### config.mk
export PLATFORM = sky130hd
export DESIGN_NAME = mpeg_audio_frame_header_parser_core
export DESIGN_NICKNAME = d
export VERILOG_FILES = /design/src/rtl/mafhp_pkg.sv /design/src/rtl/mafhp_front.sv /design/src/rtl/mafhp_queue.sv /design/src/rtl/mafhp_back.sv /design/src/rtl/mpeg_audio_frame_header_parser_core.sv
export SDC_FILE = /design/constraint.sdc
export NUM_CORES = 1
export LEC_CHECK = 0
export BUFFER_PORTS_ARGS = -buffer_cell sky130_fd_sc_hd__buf_4
export CAP_MARGIN = 20
export CORE_MARGIN = 2
export CORE_UTILIZATION = 40
export DETAILED_ROUTE_END_ITERATION = 10
export SYNTH_ARGS = -nofsm -noshare
export SYNTH_HDL_FRONTEND = slang
export SYNTH_SLANG_ARGS = --single-unit
### constraint.sdc
create_clock -name clk -period 9.05 [get_ports clk]
set_clock_uncertainty 0.05 [all_clocks]
set_input_delay 0.905 -clock clk [delete_from_list [all_inputs] [get_ports clk]]
set_output_delay 0.905 -clock clk [all_outputs]
set_load 0.03 [all_outputs]
### src/rtl/mafhp_pkg.sv
// Shared types, codes and lookup functions for the MPEG audio frame header parser.
// No dependencies; used by every module of the block.
`default_nettype none

package mafhp_pkg;

  // Result status codes
  localparam logic [1:0] ST_OK   = 2'd0;
  localparam logic [1:0] ST_MORE = 2'd1;
  localparam logic [1:0] ST_BAD  = 2'd2;

  // Stream widths (fields packed low to high, padded to whole bytes)
  localparam int IN_W  = 48;
  localparam int OUT_W = 48;

  // Header version codes
  localparam logic [1:0] VER_25  = 2'd0;
  localparam logic [1:0] VER_RSV = 2'd1;
  localparam logic [1:0] VER_2   = 2'd2;
  localparam logic [1:0] VER_1   = 2'd3;

  // Sample-rate index codes
  localparam logic [1:0] SRI_44K = 2'd0;
  localparam logic [1:0] SRI_48K = 2'd1;
  localparam logic [1:0] SRI_32K = 2'd2;
  localparam logic [1:0] SRI_RSV = 2'd3;

  // Division by the MPEG-1 base rate after the 1000 factor cancels:
  //   1000/44100 = 10/441, 1000/48000 = 1/(16*3), 1000/32000 = 1/32.
  // Quotient estimate = (y * recip) >> 32, one short at most, then corrected.
  localparam logic [8:0]  DIV_441   = 9'd441;
  localparam logic [8:0]  DIV_3     = 9'd3;
  localparam logic [8:0]  DIV_32    = 9'd32;
  localparam logic [30:0] RECIP_441 = 31'd9739154;
  localparam logic [30:0] RECIP_3   = 31'd1431655765;
  localparam logic [30:0] RECIP_32  = 31'd134217728;

  // One classified header travelling from front to back
  typedef struct packed {
    logic [1:0]  pre_status;  // ST_OK means "still a candidate"
    logic [19:0] dividend;
    logic [30:0] recip;
    logic [8:0]  divisor;
    logic        pad;
    logic        layer1;
    logic [1:0]  layer;
    logic [10:0] spf;
    logic [15:0] rate;
    logic [1:0]  chans;
    logic [15:0] avail;
  } hdr_item_t;

  localparam logic [0:15][8:0] KBPS_V1_L1 = '{
    9'd0, 9'd32, 9'd64, 9'd96, 9'd128, 9'd160, 9'd192, 9'd224,
    9'd256, 9'd288, 9'd320, 9'd352, 9'd384, 9'd416, 9'd448, 9'd0};
  localparam logic [0:15][8:0] KBPS_V1_L2 = '{
    9'd0, 9'd32, 9'd48, 9'd56, 9'd64, 9'd80, 9'd96, 9'd112,
    9'd128, 9'd160, 9'd192, 9'd224, 9'd256, 9'd320, 9'd384, 9'd0};
  localparam logic [0:15][8:0] KBPS_V1_L3 = '{
    9'd0, 9'd32, 9'd40, 9'd48, 9'd56, 9'd64, 9'd80, 9'd96,
    9'd112, 9'd128, 9'd160, 9'd192, 9'd224, 9'd256, 9'd320, 9'd0};
  localparam logic [0:15][8:0] KBPS_V2_L1 = '{
    9'd0, 9'd32, 9'd48, 9'd56, 9'd64, 9'd80, 9'd96, 9'd112,
    9'd128, 9'd144, 9'd160, 9'd176, 9'd192, 9'd224, 9'd256, 9'd0};
  localparam logic [0:15][8:0] KBPS_V2_L23 = '{
    9'd0, 9'd8, 9'd16, 9'd24, 9'd32, 9'd40, 9'd48, 9'd56,
    9'd64, 9'd80, 9'd96, 9'd112, 9'd128, 9'd144, 9'd160, 9'd0};

  // Bitrate in kbit/s
  function automatic logic [8:0] kbps_lookup(input logic m1, input logic [1:0] lyr,
                                             input logic [3:0] idx);
    logic [8:0] v;
    v = '0;
    unique case ({m1, lyr})
      3'b101:  v = KBPS_V1_L1[idx];
      3'b110:  v = KBPS_V1_L2[idx];
      3'b111:  v = KBPS_V1_L3[idx];
      3'b001:  v = KBPS_V2_L1[idx];
      3'b010,
      3'b011:  v = KBPS_V2_L23[idx];
      default: v = '0;
    endcase
    return v;
  endfunction

  // MPEG-1 base rate in Hz for a rate index
  function automatic logic [15:0] base_rate(input logic [1:0] sri);
    logic [15:0] v;
    v = '0;
    unique case (sri)
      SRI_44K: v = 16'd44100;
      SRI_48K: v = 16'd48000;
      SRI_32K: v = 16'd32000;
      default: v = '0;
    endcase
    return v;
  endfunction

endpackage

`default_nettype wire

### src/rtl/mafhp_front.sv
// Front end: accepts header requests, checks sync and reserved codes, looks up
// bitrate and rate, and forms the dividend for the back end. Uses mafhp_pkg.
`default_nettype none

module mafhp_front (
  input  wire logic                    clk,
  input  wire logic                    rst,
  input  wire logic                    s_tvalid,
  output logic                         s_tready,
  input  wire logic [mafhp_pkg::IN_W-1:0] s_tdata,
  output logic                         item_valid,
  input  wire logic                    item_ready,
  output mafhp_pkg::hdr_item_t         item
);
  import mafhp_pkg::*;

  logic [31:0] hw;
  logic [15:0] avail;
  logic [7:0]  b0, b1, b2, b3;
  logic [1:0]  ver, lay, sri, lyr, shamt;
  logic [3:0]  bri;
  logic        m1, reserved, sync_ok;
  logic [8:0]  kbps;
  logic [7:0]  coef;
  logic [16:0] kprod, xval;
  logic [19:0] x10;
  hdr_item_t   cls;
  logic        fv;
  hdr_item_t   fitem;

  assign hw    = s_tdata[31:0];
  assign avail = s_tdata[47:32];
  assign b0 = hw[31:24];
  assign b1 = hw[23:16];
  assign b2 = hw[15:8];
  assign b3 = hw[7:0];
  assign ver = b1[4:3];
  assign lay = b1[2:1];
  assign bri = b2[7:4];
  assign sri = b2[3:2];

  always_comb begin
    sync_ok  = (b0 == 8'hFF) && (b1[7:5] == 3'b111);
    reserved = (ver == VER_RSV) || (lay == 2'd0) || (bri == 4'd0) || (bri == 4'd15) ||
               (sri == SRI_RSV);
    m1   = (ver == VER_1);
    lyr  = 2'(3'd4 - {1'b0, lay});
    kbps = kbps_lookup(m1, lyr, bri);
    // rate = base >> shamt, so br/sr = kbps*1000*2^shamt/base
    case (ver)
      VER_1:   shamt = 2'd0;
      VER_2:   shamt = 2'd1;
      default: shamt = 2'd2;
    endcase
    if (lyr == 2'd1)              coef = 8'd12;
    else if (lyr == 2'd2 || m1)   coef = 8'd144;
    else                          coef = 8'd72;
    kprod = 17'(coef * kbps);
    xval  = 17'(kprod << shamt);
    x10   = 20'({xval, 3'b000}) + 20'({xval, 1'b0});

    cls.pad    = b2[1];
    cls.layer  = lyr;
    cls.layer1 = (lyr == 2'd1);
    if (lyr == 2'd1)    cls.spf = 11'd384;
    else if (lyr == 2'd2 || m1) cls.spf = 11'd1152;
    else                cls.spf = 11'd576;
    cls.rate  = base_rate(sri) >> shamt;
    cls.chans = (b3[7:6] == 2'b11) ? 2'd1 : 2'd2;
    cls.avail = avail;
    case (sri)
      SRI_44K: begin
        cls.dividend = x10;
        cls.recip    = RECIP_441;
        cls.divisor  = DIV_441;
      end
      SRI_48K: begin
        cls.dividend = 20'(xval >> 4);
        cls.recip    = RECIP_3;
        cls.divisor  = DIV_3;
      end
      default: begin
        cls.dividend = 20'(xval);
        cls.recip    = RECIP_32;
        cls.divisor  = DIV_32;
      end
    endcase
    if (avail < 16'd4)             cls.pre_status = ST_MORE;
    else if (!sync_ok || reserved) cls.pre_status = ST_BAD;
    else                           cls.pre_status = ST_OK;
  end

  // Single holding register; refills in the same cycle it drains
  assign s_tready   = !fv || item_ready;
  assign item_valid = fv;
  assign item       = fitem;

  always_ff @(posedge clk) begin
    if (rst) begin
      fv <= 1'b0;
    end else if (s_tready) begin
      fv <= s_tvalid;
    end
  end

  always_ff @(posedge clk) begin
    if (s_tvalid && s_tready) begin
      fitem <= cls;
    end
  end

endmodule

`default_nettype wire

### src/rtl/mafhp_queue.sv
// Short FIFO of classified headers between front and back end.
// Uses mafhp_pkg for the item type.
`default_nettype none

module mafhp_queue #(
  parameter int DEPTH = 2
) (
  input  wire logic              clk,
  input  wire logic              rst,
  input  wire logic              push,
  output logic                   not_full,
  input  wire mafhp_pkg::hdr_item_t wr_item,
  input  wire logic              pop,
  output logic                   not_empty,
  output mafhp_pkg::hdr_item_t   rd_item
);
  import mafhp_pkg::*;

  localparam int PW = (DEPTH > 1) ? $clog2(DEPTH) : 1;
  localparam int CW = $clog2(DEPTH + 1);

  hdr_item_t       mem [DEPTH];
  logic [PW-1:0]   wr_ptr, rd_ptr;
  logic [CW-1:0]   count;
  logic            do_push, do_pop;

  assign not_full  = (count != CW'(DEPTH));
  assign not_empty = (count != '0);
  assign do_push   = push && not_full;
  assign do_pop    = pop && not_empty;
  assign rd_item   = mem[rd_ptr];

  always_ff @(posedge clk) begin
    if (rst) begin
      wr_ptr <= '0;
      rd_ptr <= '0;
      count  <= '0;
    end else begin
      if (do_push) begin
        wr_ptr <= (wr_ptr == PW'(DEPTH - 1)) ? '0 : wr_ptr + 1'b1;
      end
      if (do_pop) begin
        rd_ptr <= (rd_ptr == PW'(DEPTH - 1)) ? '0 : rd_ptr + 1'b1;
      end
      if (do_push && !do_pop) begin
        count <= count + 1'b1;
      end else if (do_pop && !do_push) begin
        count <= count - 1'b1;
      end
    end
  end

  always_ff @(posedge clk) begin
    if (do_push) begin
      mem[wr_ptr] <= wr_item;
    end
  end

endmodule

`default_nettype wire

### src/rtl/mafhp_back.sv
// Back end: reciprocal-multiply division, frame length and final checks,
// three stages ending in the output register. Uses mafhp_pkg.
`default_nettype none

module mafhp_back (
  input  wire logic                     clk,
  input  wire logic                     rst,
  input  wire logic                     item_valid,
  output logic                          item_ready,
  input  wire mafhp_pkg::hdr_item_t     item,
  output logic                          m_tvalid,
  input  wire logic                     m_tready,
  output logic [mafhp_pkg::OUT_W-1:0]   m_tdata
);
  import mafhp_pkg::*;

  logic        adv;
  logic        v1, v2, v3;
  hdr_item_t   it1, it2;
  logic [50:0] prod1;
  logic [11:0] quot2;

  logic [11:0] q0, quot, qsum, flen;
  logic [20:0] qd;
  logic [19:0] rem;

  logic [1:0]  o_status, o_chans, o_layer;
  logic [11:0] o_len;
  logic [10:0] o_spf;
  logic [15:0] o_rate;
  logic [1:0]  n_status, n_chans, n_layer;
  logic [11:0] n_len;
  logic [10:0] n_spf;
  logic [15:0] n_rate;

  // Whole pipe moves when the output register is free or being drained
  assign adv        = !v3 || m_tready;
  assign item_ready = adv;

  // Stage 2: correct the quotient estimate (one short at most)
  always_comb begin
    q0   = prod1[43:32];
    qd   = 21'(q0 * it1.divisor);
    rem  = it1.dividend - 20'(qd);
    quot = (rem >= {11'd0, it1.divisor}) ? q0 + 12'd1 : q0;
  end

  // Stage 3: frame length and final status
  always_comb begin
    qsum = quot2 + {11'd0, it2.pad};
    flen = it2.layer1 ? {qsum[9:0], 2'b00} : qsum;
    n_status = ST_OK;
    n_len    = '0;
    n_spf    = '0;
    n_rate   = '0;
    n_chans  = '0;
    n_layer  = '0;
    if (it2.pre_status != ST_OK) begin
      n_status = it2.pre_status;
    end else if (flen < 12'd4) begin
      n_status = ST_BAD;
    end else if (it2.avail < {4'd0, flen}) begin
      n_status = ST_MORE;
    end else begin
      n_len   = flen;
      n_spf   = it2.spf;
      n_rate  = it2.rate;
      n_chans = it2.chans;
      n_layer = it2.layer;
    end
  end

  always_ff @(posedge clk) begin
    if (rst) begin
      v1 <= 1'b0;
      v2 <= 1'b0;
      v3 <= 1'b0;
    end else if (adv) begin
      v1 <= item_valid;
      v2 <= v1;
      v3 <= v2;
    end
  end

  always_ff @(posedge clk) begin
    if (adv) begin
      it1      <= item;
      prod1    <= 51'(item.dividend * item.recip);
      it2      <= it1;
      quot2    <= quot;
      o_status <= n_status;
      o_len    <= n_len;
      o_spf    <= n_spf;
      o_rate   <= n_rate;
      o_chans  <= n_chans;
      o_layer  <= n_layer;
    end
  end

  assign m_tvalid = v3;
  assign m_tdata  = {3'b000, o_layer, o_chans, o_rate, o_spf, o_len, o_status};

endmodule

`default_nettype wire

### src/rtl/mpeg_audio_frame_header_parser_core.sv
// MPEG audio frame header parser (MPEG-1/2/2.5, layers I-III), top level.
// Path: front holding register, queue, then the back-end pipe ending in the output register.
// Throughput: one header per cycle while m_tready does not hold the output; set by the single-issue back-end pipeline.
// No state is kept between headers; results come out in input order.
// Reset: synchronous, active-high rst empties front register, queue and back pipe.
// Depends on mafhp_pkg, mafhp_front, mafhp_queue, mafhp_back.
`default_nettype none

module mpeg_audio_frame_header_parser_core #(
  parameter int QUEUE_DEPTH = 2  // entries between front and back, 2 or more
) (
  input  wire logic                          clk,
  input  wire logic                          rst,
  // Input request: header_word [31:0], available_bytes [47:32]
  input  wire logic                          s_tvalid,
  output logic                               s_tready,
  input  wire logic [mafhp_pkg::IN_W-1:0]    s_tdata,
  // Result: status [1:0], frame_bytes [13:2], samples_per_frame [24:14],
  // sample_rate_hz [40:25], channel_count [42:41], layer_number [44:43],
  // zero fill [47:45]
  output logic                               m_tvalid,
  input  wire logic                          m_tready,
  output logic [mafhp_pkg::OUT_W-1:0]        m_tdata
);
  import mafhp_pkg::*;

  // Front -> queue
  logic      f_valid, f_ready;
  hdr_item_t f_item;
  // Queue -> back
  logic      q_valid, q_ready;
  hdr_item_t q_item;

  // Front: sync/reserved checks, table lookups, dividend and reciprocal select
  mafhp_front u_front (
    .clk        (clk),
    .rst        (rst),
    .s_tvalid   (s_tvalid),
    .s_tready   (s_tready),
    .s_tdata    (s_tdata),
    .item_valid (f_valid),
    .item_ready (f_ready),
    .item       (f_item)
  );

  // Decoupling queue: front keeps accepting while the back end is stalled, until the queue fills
  mafhp_queue #(
    .DEPTH (QUEUE_DEPTH)
  ) u_queue (
    .clk       (clk),
    .rst       (rst),
    .push      (f_valid),
    .not_full  (f_ready),
    .wr_item   (f_item),
    .pop       (q_ready),
    .not_empty (q_valid),
    .rd_item   (q_item)
  );

  // Back: quotient by reciprocal multiply, length, availability check, output reg
  mafhp_back u_back (
    .clk        (clk),
    .rst        (rst),
    .item_valid (q_valid),
    .item_ready (q_ready),
    .item       (q_item),
    .m_tvalid   (m_tvalid),
    .m_tready   (m_tready),
    .m_tdata    (m_tdata)
  );

endmodule

`default_nettype wire
==> impl_metrics.ini <==
[worst_hold_path]
hold_start = u_back.it1[10]$_DFFE_PP_
hold_path_class = register to register

[sta]
finalSetupViolations = 0
hold_viol = 0
rsz0062_at_grt = no
slew_viol_final = 0
fmax_ghz = 0.119
tightest_slew_ns = 1.02
period_share = 0.932
slew_headroom = 0.319
setup_total_negative_slack_ns = 0
fin_crit_ns = 8.43

[synth]
synth_seq_cells = 386
synth-edff-count = 377
ys_async_sr_fraction = 0
synth_seq_area_share = 0.366
syn_avg_cell_area_um2 = 11.9
syn_inst = 2637
yosysTopAreaCellShare = 0.360
synthDistinctLibCells = 83
yosysWarnings = 0
yosys.area.top_type = edfxtp_1
synthTopCellsByArea = edfxtp_1 (36%), fa_1 (24%), ha_1 (13%)
synth_ff_type = edfxtp_1
syn_area_um2 = 31500

[floorplanning]
fp.dieH_um = 284
ios = 102
start_util = 0.405
fp.dieW_um = 284
row_count = 102
core_um2 = 77600
dieArea_um2 = 80900

[cells_and_area]
layout_commonest_cell = inv_1
fin_nets = 3518
final_cell_mix = inv_1 (627), fa_1 (380), edfxtp_1 (377), ha_1 (339), buf_4 (116)
synthToLayoutAreaGrowth_pct = 10.3
drive_gt1_frac = 0.0889
diodes = 0

[clock_tree]
postCtsHoldBufs = 0
htree_num_levels = 2
cts_tree = yes
clk_pin_slew_ns = 0.06
cts-resized-gates = 0
clk_latency_ns = 0.54
cts-buffers-inserted = 40
post_cts.repair.setup_buffers = 0
root_buffer = clkbuf_16
cts_sinks = 386
ctsLongestPathBuffers = 3

[detailed_routing]
drt_iter0_drc = 1113
avgRoutedWirePerCell_um = 18.5
wl_mm = 70.8
vias_per_cell = 4.90
drc_errors = 0
wl_met1_mm = 30.9
first_pass_iters = 7
dr_total_vias = 18700
routed.top_layer = met4
dr_wl_met3_mm = 3.32
final_antenna_net_count = 0
wl_met2_mm = 34.7

[setup_path]
timing.rr.end = u_back.prod1[43]$_DFFE_PP_
cp.arrival_ns = 8.66
slowest_delay_ns = 0.63
endpoint = u_back.prod1[43]$_DFFE_PP_
cp_cell_sequence = mux2i_1 -> clkinv_1 -> nand2_1 -> inv_1 -> fa_1 -> fa_1 -> fa_1 -> fa_1 -> fa_1 -> inv_1 -> fa_1 -> inv_1 -> ha_1 -> ha_1 -> nand4_1 -> a2111oi_0 -> o21ai_0 -> a211oi_1 -> buf_4 -> nor2_1 -> o22a_1 -> o21ai_0 -> a21oi_1 -> xnor2_1
path_class = register to register
end_kind = register
r2r_cells = 24
crit_path_frequent_cell = fa_1
rrSetupSlack_ns = 0.62
critPathRequiredTime_ns = 9.28
start_kind = register
path_max_fanout = 29
critPathSlowestCell = dfxtp_4

[placement]
dp_hpwl_mm = 58.7
io_buffers = 84
place.gp.congestion = 0.968

[global_route]
first_global_vias = 20200
antenna_found_initial = 1
overflow = 0
grt_use_total = 0.180
grt_max_degree = 95
grt_pass1_wl_mm = 113

[status]
outcome = finished, final reports clean

[job]
drv_cap = 0
cell usage after synthesis, types with 7 or more instances:
cell and number:
inv_1 628, fa_1 380, edfxtp_1 377, ha_1 339
nor2_1 110, nand2_1 109, and2_1 79, a21oi_1 59
o21ai_0 52, mux2_2 48, xnor2_1 38, mux2i_1 34
xor2_1 34, clkbuf_1 32, a21o_1 22, nor2b_1 20
nor3_1 19, nand3_1 16, buf_4 12, nand2b_1 12
nor4_1 12, nand4_1 11, a211oi_1 10, a2111oi_0 9
a31oi_1 9, dfxtp_1 9, o22ai_1 9, or3_1 8
a211o_1 7, a221o_1 7, and2b_1 7, and3_1 7
buf_1 7
per-stage QoR:
| step | area, µm² | setup WS, ns | utilization | std cells | hold WS [ns] |
|---|---|---|---|---|---|
| 4_1_cts | 34700 | 0.331 | 0.447 | 3816 | 0.364 |
| 2_1_floorplan | 31500 | 1.34 | - | 2647 | 0.350 |
| 5_1_grt | 34700 | 0.157 | 0.447 | 3817 | 0.364 |
| 3_3_place_gp | 33400 | 0.484 | 0.430 | 3744 | 0.351 |
| 6_report | 34700 | 0.619 | 0.447 | 3817 | 0.363 |
| 3_5_place_dp | 33400 | 0.373 | 0.430 | 3744 | 0.355 |
registers in the layout, summed over array words and instances (netlist names), 2 cells and up, named ones only:
register,flops
u_back.it1,67
u_back.it2,44
u_back.o_chans,2
u_back.o_layer,2
u_back.o_len,12
u_back.o_rate,16
u_back.o_spf,4
u_back.o_status,2
u_back.prod1,12
u_back.quot2,12
u_front.item,68
u_queue.count,2
u_queue.mem,136
worst min-delay path by stage:
stage	cells past startpoint	end	slack, ns
2_1_floorplan	0	u_back.it2[0]$_DFFE_PP_	0.35
3_3_place_gp	0	u_back.it2[16]$_DFFE_PP_	0.35
3_5_place_dp	0	u_back.it2[109]$_DFFE_PP_	0.36
4_1_cts	0	u_back.it2[10]$_DFFE_PP_	0.36
5_1_grt	0	u_back.it2[10]$_DFFE_PP_	0.36
6_report	0	u_back.it2[10]$_DFFE_PP_	0.36
worst max-delay path, delay by kind of cell (launching register included):
family / cells / cell delay [ns]
adder cells (fa/ha/maj): 8 / 3.89
AO/OA/AOI/OAI: 6 / 1.84
buffers and inverters: 5 / 0.86
flip-flops: 1 / 0.63
AND/OR/NAND/NOR: 3 / 0.43
multiplexers: 1 / 0.30
XOR/XNOR: 1 / 0.14
layer usage:
metal / up-vias / track usage
li1: 8824 / -
met1: 9390 / 0.240
met2: 377 / 0.304
met3: 97 / 0.0272
met4: 0 / 0.0503
met5: - / 0
kinds of logic (layout without fill, tap and decap cells):
| logic type | count (synthesis) | count (layout) | synth area share |
|---|---|---|---|
| mux | 84 | 84 | 0.0291 |
| buf+inv | 690 | 820 | 0.0847 |
| xor+xnor | 73 | 73 | 0.0208 |
| other cells | 1 | 11 | 0.000119 |
| compound gates | 244 | 244 | 0.0517 |
| flops | 386 | 386 | 0.366 |
| fa+ha+maj | 720 | 720 | 0.377 |
| simple gates | 439 | 439 | 0.0710 |
cell type report:
class                           instances  area [µm²]
Tap cell                             1040        1300
Clock inverter                         26         280
Fill cell                            7299       42900
Clock buffer                           46        1020
Timing Repair Buffer                  116         871
Multi-Input combinational cell       1571       17300
Inverter                              632        2380
Sequential cell                       386       11500
Power is not shown: default switching activity piles up to over one toggle a cycle in this logic, so the estimate is an artifact.
